### src/rtl/rgbhsv_pkg.sv
// shared widths and constants for the rgb to hsv converter
package rgbhsv_pkg;

   localparam int CHAN_W     = 8;
   localparam int PIXEL_W    = 3 * CHAN_W;
   localparam int SEXT_W     = 3;
   localparam int HUE_FRAC_W = 12;
   localparam int HUE_W      = SEXT_W + HUE_FRAC_W;
   localparam int SAT_W      = 17;
   localparam int QUOT_W     = 17;
   localparam int DIV_STAGES = QUOT_W;
   localparam int FRAC_SHIFT = QUOT_W - 1 - HUE_FRAC_W;
   localparam int FRAC_W     = QUOT_W - FRAC_SHIFT;
   localparam int FRAC_ONE   = 1 << HUE_FRAC_W;

   localparam logic [SEXT_W-1:0] SEXT_RED_YELLOW    = 3'd0;
   localparam logic [SEXT_W-1:0] SEXT_YELLOW_GREEN  = 3'd1;
   localparam logic [SEXT_W-1:0] SEXT_GREEN_CYAN    = 3'd2;
   localparam logic [SEXT_W-1:0] SEXT_CYAN_BLUE     = 3'd3;
   localparam logic [SEXT_W-1:0] SEXT_BLUE_MAGENTA  = 3'd4;
   localparam logic [SEXT_W-1:0] SEXT_MAGENTA_RED   = 3'd5;

endpackage

### src/rtl/rgbhsv_div.sv
// pipelined restoring divider, floor(dividend * 2^16 / divisor), one quotient bit per stage
module rgbhsv_div (
   input  logic                             clock,
   input  logic [rgbhsv_pkg::CHAN_W-1:0]    dividend,
   input  logic [rgbhsv_pkg::CHAN_W-1:0]    divisor,
   output logic [rgbhsv_pkg::QUOT_W-1:0]    quotient
);
   import rgbhsv_pkg::*;

   // dividend never exceeds divisor, so the remainder always fits in CHAN_W bits
   logic [CHAN_W-1:0] rem_ff [DIV_STAGES];
   logic [CHAN_W-1:0] rem_in [DIV_STAGES];
   logic [CHAN_W-1:0] den_ff [DIV_STAGES];
   logic [CHAN_W-1:0] den_in [DIV_STAGES];
   logic [QUOT_W-1:0] quo_ff [DIV_STAGES];
   logic [QUOT_W-1:0] quo_in [DIV_STAGES];
   logic [QUOT_W-1:0] quo_prev [DIV_STAGES];
   logic [CHAN_W:0]   trial [DIV_STAGES];
   logic [CHAN_W:0]   diff [DIV_STAGES];
   logic              take [DIV_STAGES];

   genvar k;
   generate
      for (k = 0; k < DIV_STAGES; k++) begin : g_stage
         if (k == 0) begin : g_first
            assign trial[k]    = {1'b0, dividend};
            assign den_in[k]   = divisor;
            assign quo_prev[k] = '0;
         end else begin : g_next
            assign trial[k]    = {rem_ff[k-1], 1'b0};
            assign den_in[k]   = den_ff[k-1];
            assign quo_prev[k] = quo_ff[k-1];
         end

         // zero divisor yields a zero quotient
         assign take[k]   = (den_in[k] != '0) && (trial[k] >= {1'b0, den_in[k]});
         assign diff[k]   = trial[k] - {1'b0, den_in[k]};
         assign rem_in[k] = take[k] ? diff[k][CHAN_W-1:0] : trial[k][CHAN_W-1:0];
         assign quo_in[k] = {quo_prev[k][QUOT_W-2:0], take[k]};

         always_ff @(posedge clock) begin
            rem_ff[k] <= rem_in[k];
            den_ff[k] <= den_in[k];
            quo_ff[k] <= quo_in[k];
         end
      end
   endgenerate

   assign quotient = quo_ff[DIV_STAGES-1];

endmodule

### src/rtl/rgb_to_hsv_converter_top.sv
// rgb to hsv converter: top level with channel sort, two dividers and hue assembly
//
// Takes one packed RGB pixel per clock with no gaps needed: busy is never raised, so a
// pixel is taken at every edge where start is high. Each result appears on the rsp_ ports
// for one cycle, flagged by rsp_strobe, in input order. The pixel passes through input and
// sort registers, the two 17-stage restoring dividers (saturation and hue fraction, one
// quotient bit per stage) and output registers. Hue is in sextants with 12 fraction bits,
// saturation is Q1.16 with 65536 meaning 1.0, and brightness is the largest channel. The
// receiver cannot stall; results must be captured on the strobe.
module rgb_to_hsv_converter_top (
   input  logic                              clock,
   input  logic                              reset,
   input  logic                              start,
   output logic                              busy,
   input  logic [rgbhsv_pkg::PIXEL_W-1:0]    req_pixel_rgb,
   output logic                              rsp_strobe,
   output logic [rgbhsv_pkg::HUE_W-1:0]      rsp_hue,
   output logic [rgbhsv_pkg::SAT_W-1:0]      rsp_saturation,
   output logic [rgbhsv_pkg::CHAN_W-1:0]     rsp_brightness
);
   import rgbhsv_pkg::*;

   // input register
   logic               pix_vld_ff, pix_vld_in;
   logic [PIXEL_W-1:0] pix_ff;

   // sort stage
   logic [CHAN_W-1:0]  red, green, blue;
   logic [CHAN_W-1:0]  hi_in, mid_in, lo_in;
   logic [SEXT_W-1:0]  sext_in;
   logic               srt_vld_ff;
   logic [CHAN_W-1:0]  hi_ff, span_ff, delta_ff;
   logic [SEXT_W-1:0]  sext_ff;

   // sideband alongside the dividers
   logic               sb_vld_ff  [DIV_STAGES];
   logic [SEXT_W-1:0]  sb_sext_ff [DIV_STAGES];
   logic [CHAN_W-1:0]  sb_hi_ff   [DIV_STAGES];

   // divider results and output stage
   logic [QUOT_W-1:0]  sat_quo, frac_quo;
   logic [FRAC_W-1:0]  frac;
   logic [SEXT_W-1:0]  sext_end;
   logic [HUE_W-1:0]   hue_base, hue_in;
   logic               rsp_strobe_ff;
   logic [HUE_W-1:0]   rsp_hue_ff;
   logic [SAT_W-1:0]   rsp_sat_ff;
   logic [CHAN_W-1:0]  rsp_bright_ff;

   assign busy       = 1'b0;
   assign pix_vld_in = start && !busy;

   always_ff @(posedge clock) begin
      if (reset) begin
         pix_vld_ff <= 1'b0;
      end else begin
         pix_vld_ff <= pix_vld_in;
      end
   end

   always_ff @(posedge clock) begin
      pix_ff <= req_pixel_rgb;
   end

   assign red   = pix_ff[3*CHAN_W-1:2*CHAN_W];
   assign green = pix_ff[2*CHAN_W-1:CHAN_W];
   assign blue  = pix_ff[CHAN_W-1:0];

   // comparison tree; ties fall to the first matching branch
   always_comb begin
      hi_in   = red;
      mid_in  = green;
      lo_in   = blue;
      sext_in = SEXT_RED_YELLOW;
      priority if (green > red) begin
         priority if (red > blue) begin
            hi_in = green; mid_in = red;   lo_in = blue; sext_in = SEXT_YELLOW_GREEN;
         end else if (blue > green) begin
            hi_in = blue;  mid_in = green; lo_in = red;  sext_in = SEXT_CYAN_BLUE;
         end else begin
            hi_in = green; mid_in = blue;  lo_in = red;  sext_in = SEXT_GREEN_CYAN;
         end
      end else if (green < blue) begin
         priority if (red > blue) begin
            hi_in = red;   mid_in = blue;  lo_in = green; sext_in = SEXT_MAGENTA_RED;
         end else begin
            hi_in = blue;  mid_in = red;   lo_in = green; sext_in = SEXT_BLUE_MAGENTA;
         end
      end else begin
         hi_in   = red;
         mid_in  = green;
         lo_in   = blue;
         sext_in = SEXT_RED_YELLOW;
      end
   end

   always_ff @(posedge clock) begin
      if (reset) begin
         srt_vld_ff <= 1'b0;
      end else begin
         srt_vld_ff <= pix_vld_ff;
      end
   end

   always_ff @(posedge clock) begin
      hi_ff    <= hi_in;
      span_ff  <= hi_in - lo_in;
      delta_ff <= mid_in - lo_in;
      sext_ff  <= sext_in;
   end

   // saturation = floor(2^16 * span / max)
   rgbhsv_div u_sat_div (
      .clock    (clock),
      .dividend (span_ff),
      .divisor  (hi_ff),
      .quotient (sat_quo)
   );

   // hue fraction computed at 16 bits and cut down to 12, floor of floor is exact
   rgbhsv_div u_frac_div (
      .clock    (clock),
      .dividend (delta_ff),
      .divisor  (span_ff),
      .quotient (frac_quo)
   );

   genvar k;
   generate
      for (k = 0; k < DIV_STAGES; k++) begin : g_sb
         if (k == 0) begin : g_first
            always_ff @(posedge clock) begin
               if (reset) begin
                  sb_vld_ff[k] <= 1'b0;
               end else begin
                  sb_vld_ff[k] <= srt_vld_ff;
               end
            end
            always_ff @(posedge clock) begin
               sb_sext_ff[k] <= sext_ff;
               sb_hi_ff[k]   <= hi_ff;
            end
         end else begin : g_next
            always_ff @(posedge clock) begin
               if (reset) begin
                  sb_vld_ff[k] <= 1'b0;
               end else begin
                  sb_vld_ff[k] <= sb_vld_ff[k-1];
               end
            end
            always_ff @(posedge clock) begin
               sb_sext_ff[k] <= sb_sext_ff[k-1];
               sb_hi_ff[k]   <= sb_hi_ff[k-1];
            end
         end
      end
   endgenerate

   assign frac     = frac_quo[QUOT_W-1:FRAC_SHIFT];
   assign sext_end = sb_sext_ff[DIV_STAGES-1];
   assign hue_base = {sext_end, {HUE_FRAC_W{1'b0}}};

   // odd sextants run backward from the next sextant boundary
   always_comb begin
      if (sext_end[0]) begin
         hue_in = hue_base + HUE_W'(FRAC_ONE) - HUE_W'(frac);
      end else begin
         hue_in = hue_base + HUE_W'(frac);
      end
   end

   always_ff @(posedge clock) begin
      if (reset) begin
         rsp_strobe_ff <= 1'b0;
      end else begin
         rsp_strobe_ff <= sb_vld_ff[DIV_STAGES-1];
      end
   end

   always_ff @(posedge clock) begin
      rsp_hue_ff    <= hue_in;
      rsp_sat_ff    <= SAT_W'(sat_quo);
      rsp_bright_ff <= sb_hi_ff[DIV_STAGES-1];
   end

   assign rsp_strobe     = rsp_strobe_ff;
   assign rsp_hue        = rsp_hue_ff;
   assign rsp_saturation = rsp_sat_ff;
   assign rsp_brightness = rsp_bright_ff;

endmodule

### config.mk
export PLATFORM = sky130hd
export DESIGN_NAME = rgb_to_hsv_converter_top
export DESIGN_NICKNAME = d
export VERILOG_FILES = /design/src/rtl/rgbhsv_pkg.sv /design/src/rtl/rgbhsv_div.sv /design/src/rtl/rgb_to_hsv_converter_top.sv
export SDC_FILE = /design/constraint.sdc
export NUM_CORES = 1
export LEC_CHECK = 0
export CAP_MARGIN = 0
export CORE_MARGIN = 3
export CORE_UTILIZATION = 60
export DETAILED_ROUTE_END_ITERATION = 8
export DONT_BUFFER_PORTS = 1
export PLACE_DENSITY = 0.79
export SETUP_SLACK_MARGIN = 0.1
export SYNTH_ARGS = -nofsm -noshare
export SYNTH_HDL_FRONTEND = slang
export SYNTH_SLANG_ARGS = --single-unit
### constraint.sdc
create_clock -name clock -period 6.4 [get_ports clock]
set_clock_uncertainty 0.1 [all_clocks]
set_input_delay 0.96 -clock clock [delete_from_list [all_inputs] [get_ports clock]]
set_output_delay 0.96 -clock clock [all_outputs]
set_load 0.02 [all_outputs]
# Yosys cells after proc, flatten, opt, wreduce, memory -nomap -nowiden
# Memories as Yosys holds them, arrays and structs flattened. A register that Yosys moved wholly into a read port is not among the register bits.
# Index checks and enable logic that the tools add are counted.
dict set report totals {
  ff_bits 68
  mem_bits_rw 1326
  in_bits 27
  output_inout_bits 42
  elab_cells 251
  memories 9
}
# memory words width read_ports rd_clocked_by_memory_dff write_ports line_no
set memory_table {}
lappend memory_table {u_frac_div.quo_ff 17 17 17 0 17 rgbhsv_div.sv:15} ;# logic [QUOT_W-1:0] quo_ff [DIV_STAGES];
lappend memory_table {u_sat_div.quo_ff 17 17 17 1 17 rgbhsv_div.sv:15}
lappend memory_table {sb_hi_ff 17 8 17 1 17 rgb_to_hsv_converter_top.sv:38} ;# logic [CHAN_W-1:0] sb_hi_ff [DIV_STAGES];
lappend memory_table {u_frac_div.den_ff 17 8 16 0 17 rgbhsv_div.sv:13} ;# logic [CHAN_W-1:0] den_ff [DIV_STAGES];
lappend memory_table {u_frac_div.rem_ff 17 8 16 0 17 rgbhsv_div.sv:11} ;# logic [CHAN_W-1:0] rem_ff [DIV_STAGES];
lappend memory_table {u_sat_div.den_ff 17 8 16 0 17 rgbhsv_div.sv:13}
lappend memory_table {{3 more memories} - - - - - -}
dict set report classes {
  addsub 39
  n_lt_le_gt_ge 38
  muxes 72
  n_bitwise 17
  reduce_logical 68
}
# cell count
set op_table {}
lappend op_table {{8-bit 2-to-1 mux} 46}
lappend op_table {{9-bit by 8-bit greater-or-equal comparator with 1-bit output} 32}
lappend op_table {{8-bit subtractor} 36}
lappend op_table {{8-bit nonzero test} 34}
lappend op_table {{1-bit logical AND} 34}
lappend op_table {{8-bit > comparator} 3}
lappend op_table {{1-bit 2-to-1 mux} 22}
lappend op_table {{1-bit bitwise OR} 17}
lappend op_table {{8-bit greater-or-equal comparator} 2}
lappend op_table {{15-bit by 13-bit adder with 15-bit output} 1}
lappend op_table {{15-bit by 13-bit adder with 15-bit output, second input constant} 1}
lappend op_table {{15-bit 2-to-1 mux} 1}
lappend op_table {{15-bit by 13-bit subtractor with 15-bit output} 1}
lappend op_table {{3-bit 2-to-1 mux} 3}
lappend op_table {{8-bit < comparator} 1}

# Logic depth before layout (Yosys ltp)
dict set report depth {
  depth_word 5
  ltp_mapped 19
  depth_no_buf 17
}

# Hierarchy
# A second synthesis with hierarchy kept.
dict set report unflattened {
  hier_cells 3589
  hier_area_um2 40974.3
}
# module instances cells_per_inst area_each_um2 seq_area_each_um2
set by_module_without_submodules {}
lappend by_module_without_submodules {{rgbhsv_div at u_sat_div} 1 1492 16450.8 8187.9}
lappend by_module_without_submodules {{rgbhsv_div at u_frac_div} 1 1486 16340.7 8187.9}
lappend by_module_without_submodules {rgb_to_hsv_converter_top 1 611 8182.8 5965.7}

# Worst setup path before layout
# OpenSTA, ideal clock, no wires.
dict set report synth_path {
  path_type {register to register}
  from {reg pix_ff[23]}
  to {reg span_ff[7]}
  setup_ns 0.125
  arrival_time_ns 3.604
  required_time_ns 6.175
  setup_slack_ns 2.571
  stages_incl_launch_ff 18
  path_buffers 3
  synth_period_minus_slack_ns 3.829
  path_cell_list {dfxtp_1 > inv_1 > ha_1 > nand4_1 > a211o_1 > and2_4 > buf_6 > buf_6 > buf_2 > mux2i_1 > o21ai_0 > ha_1 > a21o_1 > a21o_1 > a21o_1 > a21oi_1 > o21ai_0 > xor2_1}
}
dict set report synth_between {
  elab_chain_len 5
  word_cells_on_any_way 9
  classes_between {1 x add/sub; 2 x order compare; 6 x mux}
}
# element line_no
set synth_rtl {}
lappend synth_rtl {{from (decl)} rgb_to_hsv_converter_top.sv:25} ;# logic [PIXEL_W-1:0] pix_ff;
lappend synth_rtl {{from (signal assigned)} rgb_to_hsv_converter_top.sv:62} ;# pix_ff <= req_pixel_rgb;
lappend synth_rtl {{8-bit > comparator} {rgb_to_hsv_converter_top.sv:76, rgb_to_hsv_converter_top.sv:84}}
lappend synth_rtl {{8-bit 2-to-1 mux} rgb_to_hsv_converter_top.sv:84} ;# priority if (red > blue) begin
lappend synth_rtl {{8-bit 2-to-1 mux} rgb_to_hsv_converter_top.sv:83} ;# end else if (green < blue) begin
lappend synth_rtl {{8-bit 2-to-1 mux *} rgb_to_hsv_converter_top.sv:75} ;# priority if (green > red) begin
lappend synth_rtl {{net hi_in[1]} rgb_to_hsv_converter_top.sv:29} ;# logic [CHAN_W-1:0] hi_in, mid_in, lo_in;
lappend synth_rtl {{8-bit subtractor *} rgb_to_hsv_converter_top.sv:107} ;# span_ff <= hi_in - lo_in;
lappend synth_rtl {{to (signal assigned)} rgb_to_hsv_converter_top.sv:107}
lappend synth_rtl {{to (decl)} rgb_to_hsv_converter_top.sv:32} ;# logic [CHAN_W-1:0] hi_ff, span_ff, delta_ff;
# Mark *: on every way through the listed nets, which the timed path passes. The rest lies on a longest branch.
# A chain may end at the register's enable or synchronous reset.

# Worst setup path after layout
dict set report layout_path {
  from {reg pix_ff[7]}
  to {reg delta_ff[7]}
}
dict set report layout_between {
  elab_chain_len 5
  word_cells_on_any_way 11
  classes_between {1 x add/sub; 3 x order compare; 7 x mux}
}
# element line_no
set layout_rtl {}
lappend layout_rtl {{8-bit > comparator (on tied branches)} {rgb_to_hsv_converter_top.sv:76, rgb_to_hsv_converter_top.sv:84, rgb_to_hsv_converter_top.sv:78}}
lappend layout_rtl {{8-bit 2-to-1 mux (on tied branches)} {rgb_to_hsv_converter_top.sv:76, rgb_to_hsv_converter_top.sv:84, rgb_to_hsv_converter_top.sv:78}}
lappend layout_rtl {{8-bit 2-to-1 mux (on tied branches)} {rgb_to_hsv_converter_top.sv:83, rgb_to_hsv_converter_top.sv:76}}
lappend layout_rtl {{8-bit 2-to-1 mux} rgb_to_hsv_converter_top.sv:75}
lappend layout_rtl {{8-bit subtractor *} rgb_to_hsv_converter_top.sv:108} ;# delta_ff <= mid_in - lo_in;
lappend layout_rtl {{to (signal assigned)} rgb_to_hsv_converter_top.sv:108}
lappend layout_rtl {{to (decl)} rgb_to_hsv_converter_top.sv:32}
# Every way passes the cells marked *; elsewhere a longest branch is shown, timed or not.

==> qor.tcl <==
set qor(antenna_violations_before_repair) 0
set qor(timing.fmax_ghz) 0.2156
set qor(cts_htree_levels) 3
set qor(rr_endpoint) {delta_ff[7]}
set qor(top_area_cell_type_share_of_the_netlist_area_pct) 54.56
set qor(rsz0062_at_grt) {no}
set qor(finish.net_count) 3328
set qor(dieHeight_um) 242.4
set qor(cts_hold_buffers) 0
set qor(site_rows) 86
set qor(cp-start-kind) {flip-flop}
set qor(grt_pass1_vias) 20680
set qor(syn_area_mm2) 0.03354
set qor(cap_viol_max_count) 0
set qor(clock_tree.buffer_depth) 3
set qor(postRouteAntennaNets) 0
set qor(clock_sink_count) 914
set qor(synth_seq_area_share_pct) 54.56
set qor(detailedRoute.firstIterationViolations) 837
set qor(netlist_top_cells_area) {dfxtp_1 55%, ha_1 10%, mux2_2 4.6%, inv_1 3.7%, xnor2_1 3.4%}
set qor(area.growth.synth_to_final_pct) 11.47
set qor(maximum_number_of_pins_on_one_net_before_global_route_repair) 23
set qor(hold-path-endpoint) {rsp_brightness[4]}
set qor(clockRootBuffer) {clkbuf_16}
set qor(worst_margin_pin_slew_ps) 818.2
set qor(ratio_of_routed_vias_to_standard_cells) 5.216
set qor(design.core.area_mm2) 0.05520
set qor(postCtsResizedCells) 0
set qor(period_minus_slack_ps) 4638
set qor(cts_inserted_buffers) 87
set qor(drt_pre_antenna_iters) 5
set qor(insertedDiodeCount) 0
set qor(crit_arrival_ps) 5040
set qor(critical_path.max_fanout) 21
set qor(detail_route.drc_violations) 0
set qor(detail_route.wirelength_um) 57740
set qor(hold_path_class) {flip-flop to flip-flop}
set qor(post_synth_inst_count) 2914
set qor(io-pin-count) 69
set qor(final.setup.tns_ps) 0
set qor(detailed_placement_hpwl_um) 41560
set qor(finalSetupViolations) 0
set qor(initial_core_util_pct) 60.76
set qor(synth.yosys.warnings) 0
set qor(min_period_over_period_pct) 72.48
set qor(syn-mean-instance-area_um2) 11.51
set qor(ys_seq_elements) 914
set qor(routedWlPerCell_um) 15.18
set qor(synth_area_leader_cell) {dfxtp_1}
set qor(synth_commonest_cells) {914 x dfxtp_1, 327 x inv_1, 281 x ha_1, 138 x mux2_2, 135 x nor2_1}
set qor(vias) 19850
set qor(postSynthNetCount) 3252
set qor(reg2reg_depth) 16
set qor(max_slew_margin_pct) 45.39
set qor(die_width_um) 242.4
set qor(worstSetupEndpointType) {flip-flop}
set qor(number_of_enable_flip_flop_cells_after_synthesis) 0
set qor(cts.clk_slew.worst_paths_ps) 60
set qor(cts_tree) {done}
set qor(clkLatencyLatePin_ps) 620
set qor(hold_path.startpoint) {sb_hi_ff[16][4]}
set qor(gp_routability_congestion) 0.9106
set qor(hold_viol) 0
set qor(fp.dieArea_mm2) 0.05877
set qor(post-cts-setup-buffers) 0
set qor(synthDistinctLibCells) 65
set qor(count_leader_synth) {dfxtp_1}
set qor(finalMaxSlewViolations) 0
set qor(globalRoute.totalOverflow) 0
set qor(outcome) {finished clean}
set qor(grt_pass1_wl_um) 98330
set qor(ys_async_sr_fraction_pct) 0
set qor(port_buffers) 0
set qor(hold_path_depth) 0
set qor(drive_above_1_share_pct) 10.73
set qor(worst_r2r_startpoint) {pix_ff[7]}
set qor(synth_top_flop_cell) {dfxtp_1}
set qor(path_class) {flip-flop to flip-flop}
set qor(grt_util_all_layers_pct) 19.79
set qor(ff2ff_setup_slack_ps) 1760
set qor(cp_data_required_time_ps) 6810
[worst max-delay path, cell delays in order, from the launching register on]
cell,delay (ps)
dfxtp_1,430
inv_1,140
ha_1,340
and3_1,220
a221oi_2,250
o21a_2,210
nor3b_4,700
mux2i_4,280
o221a_1,320
ha_1,260
nor2b_1,180
o2111ai_1,150
a31oi_1,390
nand2b_1,170
o32a_1,150
o221ai_2,90
xnor2_1,130
[logic make-up (layout without fill, tap and decap cells)]
family	after synthesis	after routing	synth area share (%)
XOR/XNOR	168	168	4.387
AND/OR/NAND/NOR	503	503	7.782
flip-flops	914	914	54.56
other	1	1	0.01118
multiplexers	205	205	6.708
buffers and inverters	343	486	3.929
adder cells (fa/ha/maj)	311	311	12.27
AO/OA/AOI/OAI	469	469	10.35
[layout by cell type, fill, tap and decap left out, types with 4 or more instances in the layout]
cell and n:
a21boi_1 4, a21o_1 63, a21oi_1 85, a22oi_4 23
a31oi_1 4, and2_1 25, bufinv_16 8, clkbuf_1 19
clkbuf_16 89, clkbuf_8 17, clkinv_2 5, clkinvlp_4 7
dfxtp_1 914, fa_1 30, ha_1 281, inv_1 327
inv_6 5, mux2_2 138, mux2i_1 65, nand2_1 55
nand2b_1 34, nand3_1 7, nand4_1 35, nor2_1 135
nor2b_1 82, nor3_1 58, nor4_1 54, o211ai_1 4
o21a_1 105, o21ai_0 77, o21ai_1 35, o21ai_2 4
o21bai_1 5, o22a_1 6, o32ai_1 25, or2_2 4
or4_1 4, xnor2_1 130, xor2_1 38
[through the flow]
stage	hold slack [ps]	worst slack (ps)	instance area (um^2)	cells	util [%]
floorplan	209.6	2571	33540	2914	-
global placement	209.5	1767	34400	3649	62.31
detailed placement	212.1	1738	34400	3649	62.31
CTS	213.2	1740	37380	3805	67.73
global route	214.6	1281	37380	3805	67.73
finish	214.7	1762	37380	3805	67.73
[per-layer routing]
layer  track usage, %  vias up  part of all wire (%)
li1                 -    10050                     -
met1            25.02     9354                    46
met2            34.50      338                    48
met3            3.686      103                   3.6
met4            5.923        0                   2.2
met5                0        -                     0
[layout make-up]
class,count,area [um^2]
Clock inverter,31,454.2
Multi-Input combinational cell,1657,13920
Clock buffer,125,2532
Sequential cell,914,18300
Timing Repair Buffer,1,7.507
Inverter,329,1235
Tap cell,748,935.9
Fill cell,3886,17820
[flip-flops by register name, indices dropped and copies added (netlist names), 9 cells and up]
register and cells:
pix_ff 24, u_frac_div.den_ff 96, rsp_saturation 17, u_frac_div.quo_ff 143
u_sat_div.quo_ff 153, sb_hi_ff 9, u_sat_div.den_ff 127, u_frac_div.rem_ff 96
rsp_hue 15, sb_vld_ff 17, sb_sext_ff 51, u_sat_div.rem_ff 128
[how the worst max path moves through the flow]
stage / startpoint / end / slack, ps
2_1_floorplan: pix_ff[23] / span_ff[7] / 2570
5_1_grt: pix_ff[7] / delta_ff[7] / 1280
3_5_place_dp: pix_ff[7] / delta_ff[7] / 1740
3_3_place_gp: pix_ff[7] / delta_ff[7] / 1770
6_report: pix_ff[7] / delta_ff[7] / 1760
4_1_cts: pix_ff[7] / delta_ff[7] / 1740
Power is not shown: default switching activity piles up to over one toggle a cycle in this logic, so the estimate is an artifact.
